### config.mk
export PLATFORM = sky130hd
export DESIGN_NAME = grid_ring_pattern_finder_flat
export DESIGN_NICKNAME = d
export VERILOG_FILES = /design/src/sv/grp_pkg.sv /design/src/sv/grp_if.sv /design/src/sv/grid_ring_pattern_finder.sv /design/src/sv/grp_ram.sv /design/src/sv/grp_match.sv /design/src/flat_wrapper.sv
export VERILOG_INCLUDE_DIRS = /design/src /design/src/sv
export SDC_FILE = /design/constraint.sdc
export NUM_CORES = 2
export LEC_CHECK = 0
export BUFFER_PORTS_ARGS = -buffer_cell sky130_fd_sc_hd__buf_2
export CAP_MARGIN = 20
export CORE_UTILIZATION = 48
export DETAILED_ROUTE_END_ITERATION = 8
export PLACE_DENSITY = 0.72
export SKIP_CTS_REPAIR_TIMING = 1
export SLEW_MARGIN = 20
export SYNTH_ARGS = -nofsm -noshare
export SYNTH_HDL_FRONTEND = slang
export SYNTH_HIERARCHICAL = 1
export SYNTH_SLANG_ARGS = --single-unit
### constraint.sdc
create_clock -name clk -period 18.3 [get_ports clk]
set_input_delay 0.915 -clock clk [delete_from_list [all_inputs] [get_ports clk]]
set_output_delay 0.915 -clock clk [all_outputs]
set_load 0.005 [all_outputs]
### src/sv/grid_ring_pattern_finder_assert.svh
// Assertion macros for the grid ring pattern finder.
// Each macro expects signals named clk and rst_n in the calling scope.
`ifndef GRID_RING_PATTERN_FINDER_ASSERT_SVH
`define GRID_RING_PATTERN_FINDER_ASSERT_SVH

`ifndef NO_ASSERTIONS
`define GRP_ASSERT_IMPL(label, ante, cons) \
  label: assert property (@(posedge clk) disable iff (!rst_n) (ante) |-> (cons)) \
    else $error("grp assertion failed");
`define GRP_ASSERT_NEXT(label, ante, cons) \
  label: assert property (@(posedge clk) disable iff (!rst_n) (ante) |=> (cons)) \
    else $error("grp assertion failed");
`else
`define GRP_ASSERT_IMPL(label, ante, cons)
`define GRP_ASSERT_NEXT(label, ante, cons)
`endif

`endif

### src/sv/grp_pkg.sv
package grp_pkg;

  localparam int CNT_W   = 11;
  localparam int VAL_W   = 32;
  localparam int CLS_W   = 2;
  localparam int LINES_W = 2 * CLS_W;
  localparam int CFG_IDX_W = 2;

  localparam int CLS_BORDER_BIT = 0;
  localparam int CLS_CENTER_BIT = 1;

  localparam logic [CNT_W-1:0] ROW_COUNT_RST    = 11'd3;
  localparam logic [CNT_W-1:0] COL_COUNT_RST    = 11'd3;
  localparam logic [VAL_W-1:0] BORDER_VALUE_RST = 32'd7;
  localparam logic [VAL_W-1:0] CENTER_VALUE_RST = 32'd42;

  typedef enum logic [CFG_IDX_W-1:0] {
    CFG_ROW_COUNT    = 2'd0,
    CFG_COL_COUNT    = 2'd1,
    CFG_BORDER_VALUE = 2'd2,
    CFG_CENTER_VALUE = 2'd3
  } cfg_idx_t;

  // cell in flight between the line-buffer read and the window update
  typedef struct packed {
    logic               valid;
    logic               last;
    logic               fwd;
    logic [LINES_W-1:0] fwd_lines;
    logic [CNT_W-1:0]   row;
    logic [CNT_W-1:0]   col;
    logic [CLS_W-1:0]   cls;
  } s2_t;

  typedef struct packed {
    logic             valid;
    logic [CNT_W-1:0] row;
    logic [CNT_W-1:0] col;
  } result_t;

endpackage

### src/sv/grp_if.sv
interface grp_cell_if;
  import grp_pkg::*;

  logic                    valid;
  logic                    ready;
  logic signed [VAL_W-1:0] cell_value;

  modport source (output valid, output cell_value, input ready);
  modport sink (input valid, input cell_value, output ready);
endinterface

interface grp_result_if;
  import grp_pkg::*;

  logic             valid;
  logic             ready;
  logic [CNT_W-1:0] found_row;
  logic [CNT_W-1:0] found_col;

  modport source (output valid, output found_row, output found_col, input ready);
  modport sink (input valid, input found_row, input found_col, output ready);
endinterface

### src/sv/grid_ring_pattern_finder.sv
// Grid ring pattern finder: 3x3 window template match over a raster grid.
// Cells arrive on in_ch, one per transfer, row by row. Each cell is reduced to
// a border/centre class; a single line-buffer RAM holds the classes of the two
// previous rows and a 3x3 class window slides along the current row.
// After the last cell of a row_count x col_count grid one result goes out on
// out_ch: 1-based row and column of the window centre of the leftmost match in
// the bottom-most matching row, or 0/0 when nothing matched.
// Throughput: one cell per clock; each cell costs one read and one write of
// the line-buffer RAM, whose single read and write port set that figure.
// Result path: the RAM read is taken at the transfer of the last cell, then the
// window update goes into the output register.
// Stall: the output register holds a result until out_ch takes it; ordinary
// cells keep flowing, only the last cell of a grid waits for a free register,
// so one right behind another last cell waits until out_ch takes that result.
// Reset: registers take their defaults (3 x 3 grid, border 7, centre 42) and
// the position returns to the grid origin; the line buffer is not cleared.
// Configuration via cfg_we/cfg_index/cfg_wdata, only while the block is idle;
// the user must keep to this, as the block itself does not enforce it.
module grid_ring_pattern_finder #(
  parameter int MAX_COLS = 1024,
  parameter int MAX_ROWS = 1024
) (
  input  logic                          clk,
  input  logic                          rst_n,
  grp_cell_if.sink                      in_ch,
  grp_result_if.source                  out_ch,
  input  logic                          cfg_we,
  input  logic [grp_pkg::CFG_IDX_W-1:0] cfg_index,
  input  logic [grp_pkg::VAL_W-1:0]     cfg_wdata
);
  import grp_pkg::*;

  `include "grid_ring_pattern_finder_assert.svh"

  localparam int CW = $clog2(MAX_COLS);
  localparam int RW = $clog2(MAX_ROWS);
  localparam int CCMP_W = ((CW > CNT_W) ? CW : CNT_W) + 1;
  localparam int RCMP_W = ((RW > CNT_W) ? RW : CNT_W) + 1;

  logic [CNT_W-1:0]   row_count_r;
  logic [CNT_W-1:0]   col_count_r;
  logic [VAL_W-1:0]   border_value_r;
  logic [VAL_W-1:0]   center_value_r;

  logic [CW-1:0]      col_r, col_nxt;
  logic [RW-1:0]      row_r, row_nxt;
  s2_t                s2_r, s2_nxt;
  logic [CW-1:0]      s2_addr_r;
  logic               out_valid_r, out_valid_nxt;
  logic [CNT_W-1:0]   out_row_r;
  logic [CNT_W-1:0]   out_col_r;

  logic               last_col;
  logic               last_row;
  logic               is_last;
  logic               last_ok;
  logic               in_fire;
  logic [CLS_W-1:0]   cls;
  logic [LINES_W-1:0] ram_rdata;
  logic [LINES_W-1:0] m_wdata;
  result_t            res;

  always_ff @(posedge clk) begin
    if (!rst_n) begin
      row_count_r    <= ROW_COUNT_RST;
      col_count_r    <= COL_COUNT_RST;
      border_value_r <= BORDER_VALUE_RST;
      center_value_r <= CENTER_VALUE_RST;
    end else if (cfg_we) begin
      unique case (cfg_idx_t'(cfg_index))
        CFG_ROW_COUNT:    row_count_r    <= cfg_wdata[CNT_W-1:0];
        CFG_COL_COUNT:    col_count_r    <= cfg_wdata[CNT_W-1:0];
        CFG_BORDER_VALUE: border_value_r <= cfg_wdata;
        CFG_CENTER_VALUE: center_value_r <= cfg_wdata;
      endcase
    end
  end

  always_comb begin
    // a count of zero acts as one; counts above the maximum act as the maximum
    last_col = (col_count_r == '0)
               || (CCMP_W'(col_r) + CCMP_W'(1) >= CCMP_W'(col_count_r))
               || (CCMP_W'(col_r) + CCMP_W'(1) >= CCMP_W'(MAX_COLS));
    last_row = (row_count_r == '0)
               || (RCMP_W'(row_r) + RCMP_W'(1) >= RCMP_W'(row_count_r))
               || (RCMP_W'(row_r) + RCMP_W'(1) >= RCMP_W'(MAX_ROWS));
    is_last  = last_col && last_row;

    // hold the last cell until the output register is sure to be free
    last_ok     = !(s2_r.valid && s2_r.last) && (!out_valid_r || out_ch.ready);
    in_ch.ready = !is_last || last_ok;
    in_fire     = in_ch.valid && in_ch.ready;

    cls = '0;
    cls[CLS_BORDER_BIT] = (in_ch.cell_value == border_value_r);
    cls[CLS_CENTER_BIT] = (in_ch.cell_value == center_value_r);

    col_nxt = col_r;
    row_nxt = row_r;
    if (in_fire) begin
      if (last_col) begin
        col_nxt = '0;
        row_nxt = last_row ? '0 : row_r + RW'(1);
      end else begin
        col_nxt = col_r + CW'(1);
      end
    end

    s2_nxt.valid     = in_fire;
    s2_nxt.last      = is_last;
    // the write of the previous cell lands at the edge this read is taken
    s2_nxt.fwd       = s2_r.valid && (s2_addr_r == col_r);
    s2_nxt.fwd_lines = m_wdata;
    s2_nxt.row       = CNT_W'(row_r);
    s2_nxt.col       = CNT_W'(col_r);
    s2_nxt.cls       = cls;

    out_valid_nxt = out_valid_r;
    if (res.valid) begin
      out_valid_nxt = 1'b1;
    end else if (out_ch.ready) begin
      out_valid_nxt = 1'b0;
    end
  end

  always_ff @(posedge clk) begin
    if (!rst_n) begin
      col_r       <= '0;
      row_r       <= '0;
      s2_r        <= '0;
      out_valid_r <= 1'b0;
    end else begin
      col_r       <= col_nxt;
      row_r       <= row_nxt;
      s2_r        <= s2_nxt;
      out_valid_r <= out_valid_nxt;
    end
  end

  always_ff @(posedge clk) begin
    if (in_fire) begin
      s2_addr_r <= col_r;
    end
    if (res.valid) begin
      out_row_r <= res.row;
      out_col_r <= res.col;
    end
  end

  grp_ram #(
    .WIDTH (LINES_W),
    .DEPTH (MAX_COLS)
  ) u_line_ram (
    .clk     (clk),
    .we      (s2_r.valid),
    .waddr   (s2_addr_r),
    .wdata   (m_wdata),
    .re      (in_fire),
    .raddr   (col_r),
    .rdata_r (ram_rdata)
  );

  grp_match u_match (
    .clk   (clk),
    .rst_n (rst_n),
    .s2    (s2_r),
    .rdata (ram_rdata),
    .wdata (m_wdata),
    .res   (res)
  );

  assign out_ch.valid     = out_valid_r;
  assign out_ch.found_row = out_row_r;
  assign out_ch.found_col = out_col_r;

  `GRP_ASSERT_IMPL(a_no_result_overwrite, res.valid, !out_valid_r || out_ch.ready)
  `GRP_ASSERT_NEXT(a_last_cell_gives_result, in_fire && is_last, res.valid)
  `GRP_ASSERT_IMPL(a_match_centre_inside,
                   res.valid && (res.row != '0),
                   (res.row >= CNT_W'(2)) && (res.col >= CNT_W'(2)))

endmodule

### src/sv/grp_ram.sv
module grp_ram #(
  parameter int WIDTH = 4,
  parameter int DEPTH = 1024
) (
  input  logic                     clk,
  input  logic                     we,
  input  logic [$clog2(DEPTH)-1:0] waddr,
  input  logic [WIDTH-1:0]         wdata,
  input  logic                     re,
  input  logic [$clog2(DEPTH)-1:0] raddr,
  output logic [WIDTH-1:0]         rdata_r
);

  logic [WIDTH-1:0] mem [DEPTH];

  // read-first: a read and a write of the same entry at one edge return old data
  always_ff @(posedge clk) begin
    if (we) begin
      mem[waddr] <= wdata;
    end
    if (re) begin
      rdata_r <= mem[raddr];
    end
  end

endmodule

### src/sv/grp_match.sv
module grp_match (
  input  logic                        clk,
  input  logic                        rst_n,
  input  grp_pkg::s2_t                s2,
  input  logic [grp_pkg::LINES_W-1:0] rdata,
  output logic [grp_pkg::LINES_W-1:0] wdata,
  output grp_pkg::result_t            res
);
  import grp_pkg::*;

  logic [CLS_W-1:0]   win_r   [9];
  logic [CLS_W-1:0]   win_nxt [9];
  logic [CNT_W-1:0]   match_row_r, match_row_nxt;
  logic [CNT_W-1:0]   match_col_r, match_col_nxt;
  logic [LINES_W-1:0] lines;
  logic               window_ok;
  logic               hit;
  logic [CNT_W-1:0]   mrow;
  logic [CNT_W-1:0]   mcol;

  always_comb begin
    lines = s2.fwd ? s2.fwd_lines : rdata;
    win_nxt = win_r;
    if (s2.valid) begin
      // shift left one column, new column enters on the right
      for (int k = 0; k < 3; k++) begin
        win_nxt[k*3]   = win_r[k*3+1];
        win_nxt[k*3+1] = win_r[k*3+2];
      end
      win_nxt[2] = lines[LINES_W-1:CLS_W];
      win_nxt[5] = lines[CLS_W-1:0];
      win_nxt[8] = s2.cls;
    end

    window_ok = win_nxt[4][CLS_CENTER_BIT];
    for (int k = 0; k < 9; k++) begin
      if (k != 4) begin
        window_ok = window_ok && win_nxt[k][CLS_BORDER_BIT];
      end
    end

    // one match per row: the leftmost wins, a later row replaces it
    hit = s2.valid && (s2.row >= CNT_W'(2)) && (s2.col >= CNT_W'(2))
          && (match_row_r != s2.row) && window_ok;
    mrow = hit ? s2.row : match_row_r;
    mcol = hit ? s2.col : match_col_r;

    res.valid = s2.valid && s2.last;
    res.row   = mrow;
    res.col   = mcol;

    match_row_nxt = res.valid ? '0 : mrow;
    match_col_nxt = res.valid ? '0 : mcol;

    wdata = {lines[CLS_W-1:0], s2.cls};
  end

  always_ff @(posedge clk) begin
    if (!rst_n) begin
      for (int k = 0; k < 9; k++) begin
        win_r[k] <= '0;
      end
      match_row_r <= '0;
      match_col_r <= '0;
    end else begin
      for (int k = 0; k < 9; k++) begin
        win_r[k] <= win_nxt[k];
      end
      match_row_r <= match_row_nxt;
      match_col_r <= match_col_nxt;
    end
  end

endmodule
### src/flat_wrapper.sv
// flat-port wrapper written by rule: the top's interface ports become plain ports
module grid_ring_pattern_finder_flat import grp_pkg::*;
#(
  parameter int MAX_COLS = 1024,
  parameter int MAX_ROWS = 1024
)
  (clk, rst_n, cfg_we, cfg_index, cfg_wdata, in_ch_valid, in_ch_cell_value, in_ch_ready, out_ch_valid, out_ch_found_row, out_ch_found_col, out_ch_ready);
  grp_cell_if in_ch_i ();
  grp_result_if out_ch_i ();
  input  logic clk;
  input  logic rst_n;
  input  logic cfg_we;
  input  logic [grp_pkg::CFG_IDX_W-1:0] cfg_index;
  input  logic [grp_pkg::VAL_W-1:0] cfg_wdata;
  input wire logic [$bits(in_ch_i.valid)-1:0] in_ch_valid;
  input wire logic [$bits(in_ch_i.cell_value)-1:0] in_ch_cell_value;
  output wire logic [$bits(in_ch_i.ready)-1:0] in_ch_ready;
  output wire logic [$bits(out_ch_i.valid)-1:0] out_ch_valid;
  output wire logic [$bits(out_ch_i.found_row)-1:0] out_ch_found_row;
  output wire logic [$bits(out_ch_i.found_col)-1:0] out_ch_found_col;
  input wire logic [$bits(out_ch_i.ready)-1:0] out_ch_ready;
  assign in_ch_i.valid = in_ch_valid;
  assign in_ch_i.cell_value = in_ch_cell_value;
  assign in_ch_ready = in_ch_i.ready;
  assign out_ch_valid = out_ch_i.valid;
  assign out_ch_found_row = out_ch_i.found_row;
  assign out_ch_found_col = out_ch_i.found_col;
  assign out_ch_i.ready = out_ch_ready;
  grid_ring_pattern_finder #(.MAX_COLS(MAX_COLS), .MAX_ROWS(MAX_ROWS)) u_core (.clk(clk), .rst_n(rst_n), .in_ch(in_ch_i), .out_ch(out_ch_i), .cfg_we(cfg_we), .cfg_index(cfg_index), .cfg_wdata(cfg_wdata));
endmodule
==> metrics.txt <==
# TYPE chip_impl_metric gauge
chip_impl_info{name="outcome",value="complete, no violations"} 1
chip_impl_metric{name="final_min_period_over_clock_period",unit="%"} 35.3
chip_impl_metric{name="setup_tns",unit="ns"} 0
chip_impl_metric{name="synthesis.area_per_instance",unit="um2"} 17.3
chip_impl_info{name="clk_root_buffer_cell",value="clkbuf_16"} 1
chip_impl_metric{name="placeable_core_region",unit="um2"} 274000
chip_impl_info{name="clock_tree_from_tritoncts",value="yes"} 1
chip_impl_metric{name="worst_ir_drop_vdd",unit="V"} 0.0000990
chip_impl_metric{name="routabilityCongestion",unit=""} 0.886
chip_impl_metric{name="gr-usage-all-layers",unit="%"} 25.7
chip_impl_metric{name="summed_area_of_non_filler_cells_in_the_final_layout",unit="um2"} 147000
chip_impl_metric{name="count_of_yosys_warnings_during_synthesis",unit=""} 6
chip_impl_metric{name="grt_start_max_net_pins",unit=""} 237
chip_impl_metric{name="total_leakage_power",unit="nW"} 46.2
chip_impl_metric{name="clk_latency",unit="ns"} 0.89
chip_impl_metric{name="layout-area-overhead-vs-synth",unit="%"} 10.6
chip_impl_metric{name="max_clock_freq",unit="GHz"} 0.155
chip_impl_metric{name="timing.clock.skew",unit="ns"} 0.0535
chip_impl_metric{name="num-fill-cells",unit=""} 20800
chip_impl_metric{name="final-setup-viol-count",unit=""} 0
chip_impl_metric{name="drc_errors",unit=""} 0
chip_impl_metric{name="overflow",unit=""} 0
chip_impl_info{name="timing.critical_path.from_type",value="register"} 1
chip_impl_metric{name="max_cap_viol_count",unit=""} 0
chip_impl_metric{name="placementRows",unit=""} 192
chip_impl_metric{name="ratio_of_cells_with_drive_above_1_in_the_final_layout",unit="%"} 19.7
chip_impl_metric{name="final_max_slew_viol_count",unit=""} 0
chip_impl_info{name="worst-setup-path-type",value="register to register"} 1
chip_impl_metric{name="initial_utilization",unit="%"} 48.3
chip_impl_metric{name="firstDrtPassIters",unit=""} 7
chip_impl_metric{name="clock-sinks",unit=""} 3271
chip_impl_metric{name="io_buffers",unit=""} 94
chip_impl_metric{name="routed-via-count",unit=""} 74200
chip_impl_metric{name="seqCellArea",unit="um2"} 96600
chip_impl_metric{name="antenna_violating_nets_post_route",unit=""} 0
chip_impl_metric{name="global_route_wire_length_before_repair",unit="um"} 517000
chip_impl_metric{name="cts.htree.levels",unit=""} 5
chip_impl_metric{name="timing_worst_slew_pin_value",unit="ns"} 1.24
chip_impl_metric{name="path_clk_slew",unit="ns"} 0.07
chip_impl_metric{name="layout.nets",unit=""} 7705
chip_impl_metric{name="grt_pass1_vias",unit=""} 72900
chip_impl_metric{name="die_width",unit="um"} 527
chip_impl_metric{name="detailedRoute.firstIterationViolations",unit=""} 10800
chip_impl_metric{name="fin_crit_period",unit="ns"} 6.46
chip_impl_metric{name="antenna_violations_before_repair",unit=""} 13
chip_impl_metric{name="syn_inst",unit=""} 7658
chip_impl_metric{name="power_per_cell_area",unit="nW/um2"} 110
chip_impl_metric{name="crit_arrival",unit="ns"} 7.21
chip_impl_metric{name="multiInputGateArea",unit="um2"} 32800
chip_impl_metric{name="postRouteWirelength",unit="um"} 361000
chip_impl_metric{name="p_total",unit="mW"} 16.2
chip_impl_metric{name="avgRoutedWirePerCell",unit="um"} 31.2
chip_impl_metric{name="tritoncts.num_buffers",unit=""} 318
chip_impl_metric{name="cts.path.max_buffers",unit=""} 4
chip_impl_metric{name="crit_fanout",unit=""} 99
chip_impl_metric{name="netlist_area",unit="um2"} 132000
chip_impl_metric{name="detailed_place.area",unit="um2"} 136000
chip_impl_metric{name="hold_slack",unit="ns"} 0.275
chip_impl_info{name="path_category_of_the_worst_min_delay_check",value="input port to register"} 1
chip_impl_metric{name="critical_path_required",unit="ns"} 19.05
chip_impl_metric{name="hold_violations",unit=""} 0
chip_impl_metric{name="overall_die_area",unit="um2"} 278000
chip_impl_info{name="critPathCaptureType",value="register"} 1
chip_impl_info{name="grt_setup_unrepaired",value="false"} 1
chip_impl_metric{name="slew_headroom",unit="%"} 17.6
chip_impl_metric{name="viasPerCell",unit=""} 6.42
chip_impl_metric{name="number_of_i_o_pins",unit=""} 95
chip_impl_metric{name="dp_hpwl",unit="um"} 207000
chip_impl_metric{name="die_y",unit="um"} 527
-- where the power goes --
| part | internal [mW] | switching (mW) | total, mW |
|---|---|---|---|
| Clock | 3.75 | 2.80 | 6.56 |
| Sequential | 8.28 | 0.0327 | 8.31 |
| Combinational | 0.503 | 0.782 | 1.28 |
| Total | 12.5 | 3.62 | 16.2 |
-- metal layers --
layer | global-route usage (%) | part of all wire, %
met3 | 6.85 | 13
met1 | 34.0 | 36
met2 | 40.0 | 47
met4 | 11.3 | 5.0
met5 | 0 | 0.016
-- stage by stage --
step                      worst slack (ns)  utilization [%]  instances
after CTS                            11.78             53.4      11500
after global placement               11.89             49.6      11000
after global routing                 11.36             53.4      11500
final                                11.84             53.5      11600
after floorplan                       8.87                -       7662
after detailed placement             11.85             49.7      11000
-- cells in the final DEF, fill, tap and decap left out, drive strengths merged, types with 34 or more instances in the layout --
cell and instances:
a21oi 215, a22oi 69, buf 274, bufinv 34
clkbuf 382, clkinv 120, dfxtp 164, edfxtp 3107
inv 49, mux2i 338, mux4 661, nand2 358
nand3 113, nor2 1106, nor3 89, nor4 38
o21ai 79, o221ai 129, o22ai 64, xnor2 67
-- layout make-up --
class / instances / area share [%]
inverter: 36 / 0.0974
antenna: 13 / 0.0222
clock buffer: 382 / 5.70
tap: 3686 / 3.15
clock inverter: 188 / 1.32
multi-input combinational: 3709 / 22.4
timing repair buffer: 274 / 1.35
sequential: 3271 / 65.9
-- final timing paths --
path | to | slack [ns] | cells past startpoint | start
setup reg to reg | u_core/u_line_ram/rdata_r[1]$_DFFE_PP_ | 11.84 | 11 | u_core/col_r[0]$_SDFFE_PN0P_
hold reg to reg | u_core/center_value_r[25]$_SDFFE_PN0P_ | 0.47 | 2 | u_core/center_value_r[25]$_SDFFE_PN0P_
hold / removal | u_core/center_value_r[28]$_SDFFE_PN0P_ | 0.27 | 3 | cfg_wdata[28]
setup / recovery | u_core/u_line_ram/rdata_r[1]$_DFFE_PP_ | 11.84 | 11 | u_core/col_r[0]$_SDFFE_PN0P_
-- registers in the layout (all words and copies together), names as in the netlist --
signal / count
u_core/u_line_ram/mem: 3072
u_core/border_value_r: 32
u_core/center_value_r: 32
u_core/s2_r: 28
u_core/col_count_r: 11
u_core/out_ch.found_col: 11
u_core/out_ch.found_row: 11
u_core/row_count_r: 11
u_core/u_match/match_col_r: 11
u_core/u_match/match_row_r: 11
u_core/col_r: 10
u_core/row_r: 10
u_core/s2_addr_r: 10
u_core/u_match/win_r: 7
u_core/u_line_ram/rdata_r: 3
u_core/out_ch.valid: 1
-- critical path, stage by stage, from the launching register on --
cell	delay (ns)
dfxtp_4	0.92
buf_12	0.64
buf_4	0.73
buf_4	0.87
buf_4	0.56
mux4_2	0.33
mux2i_1	0.08
a211oi_1	0.53
o2111ai_1	0.26
nor3_1	0.76
a22oi_1	0.25
nand3_1	0.15
(Power assumes the default switching activity.)
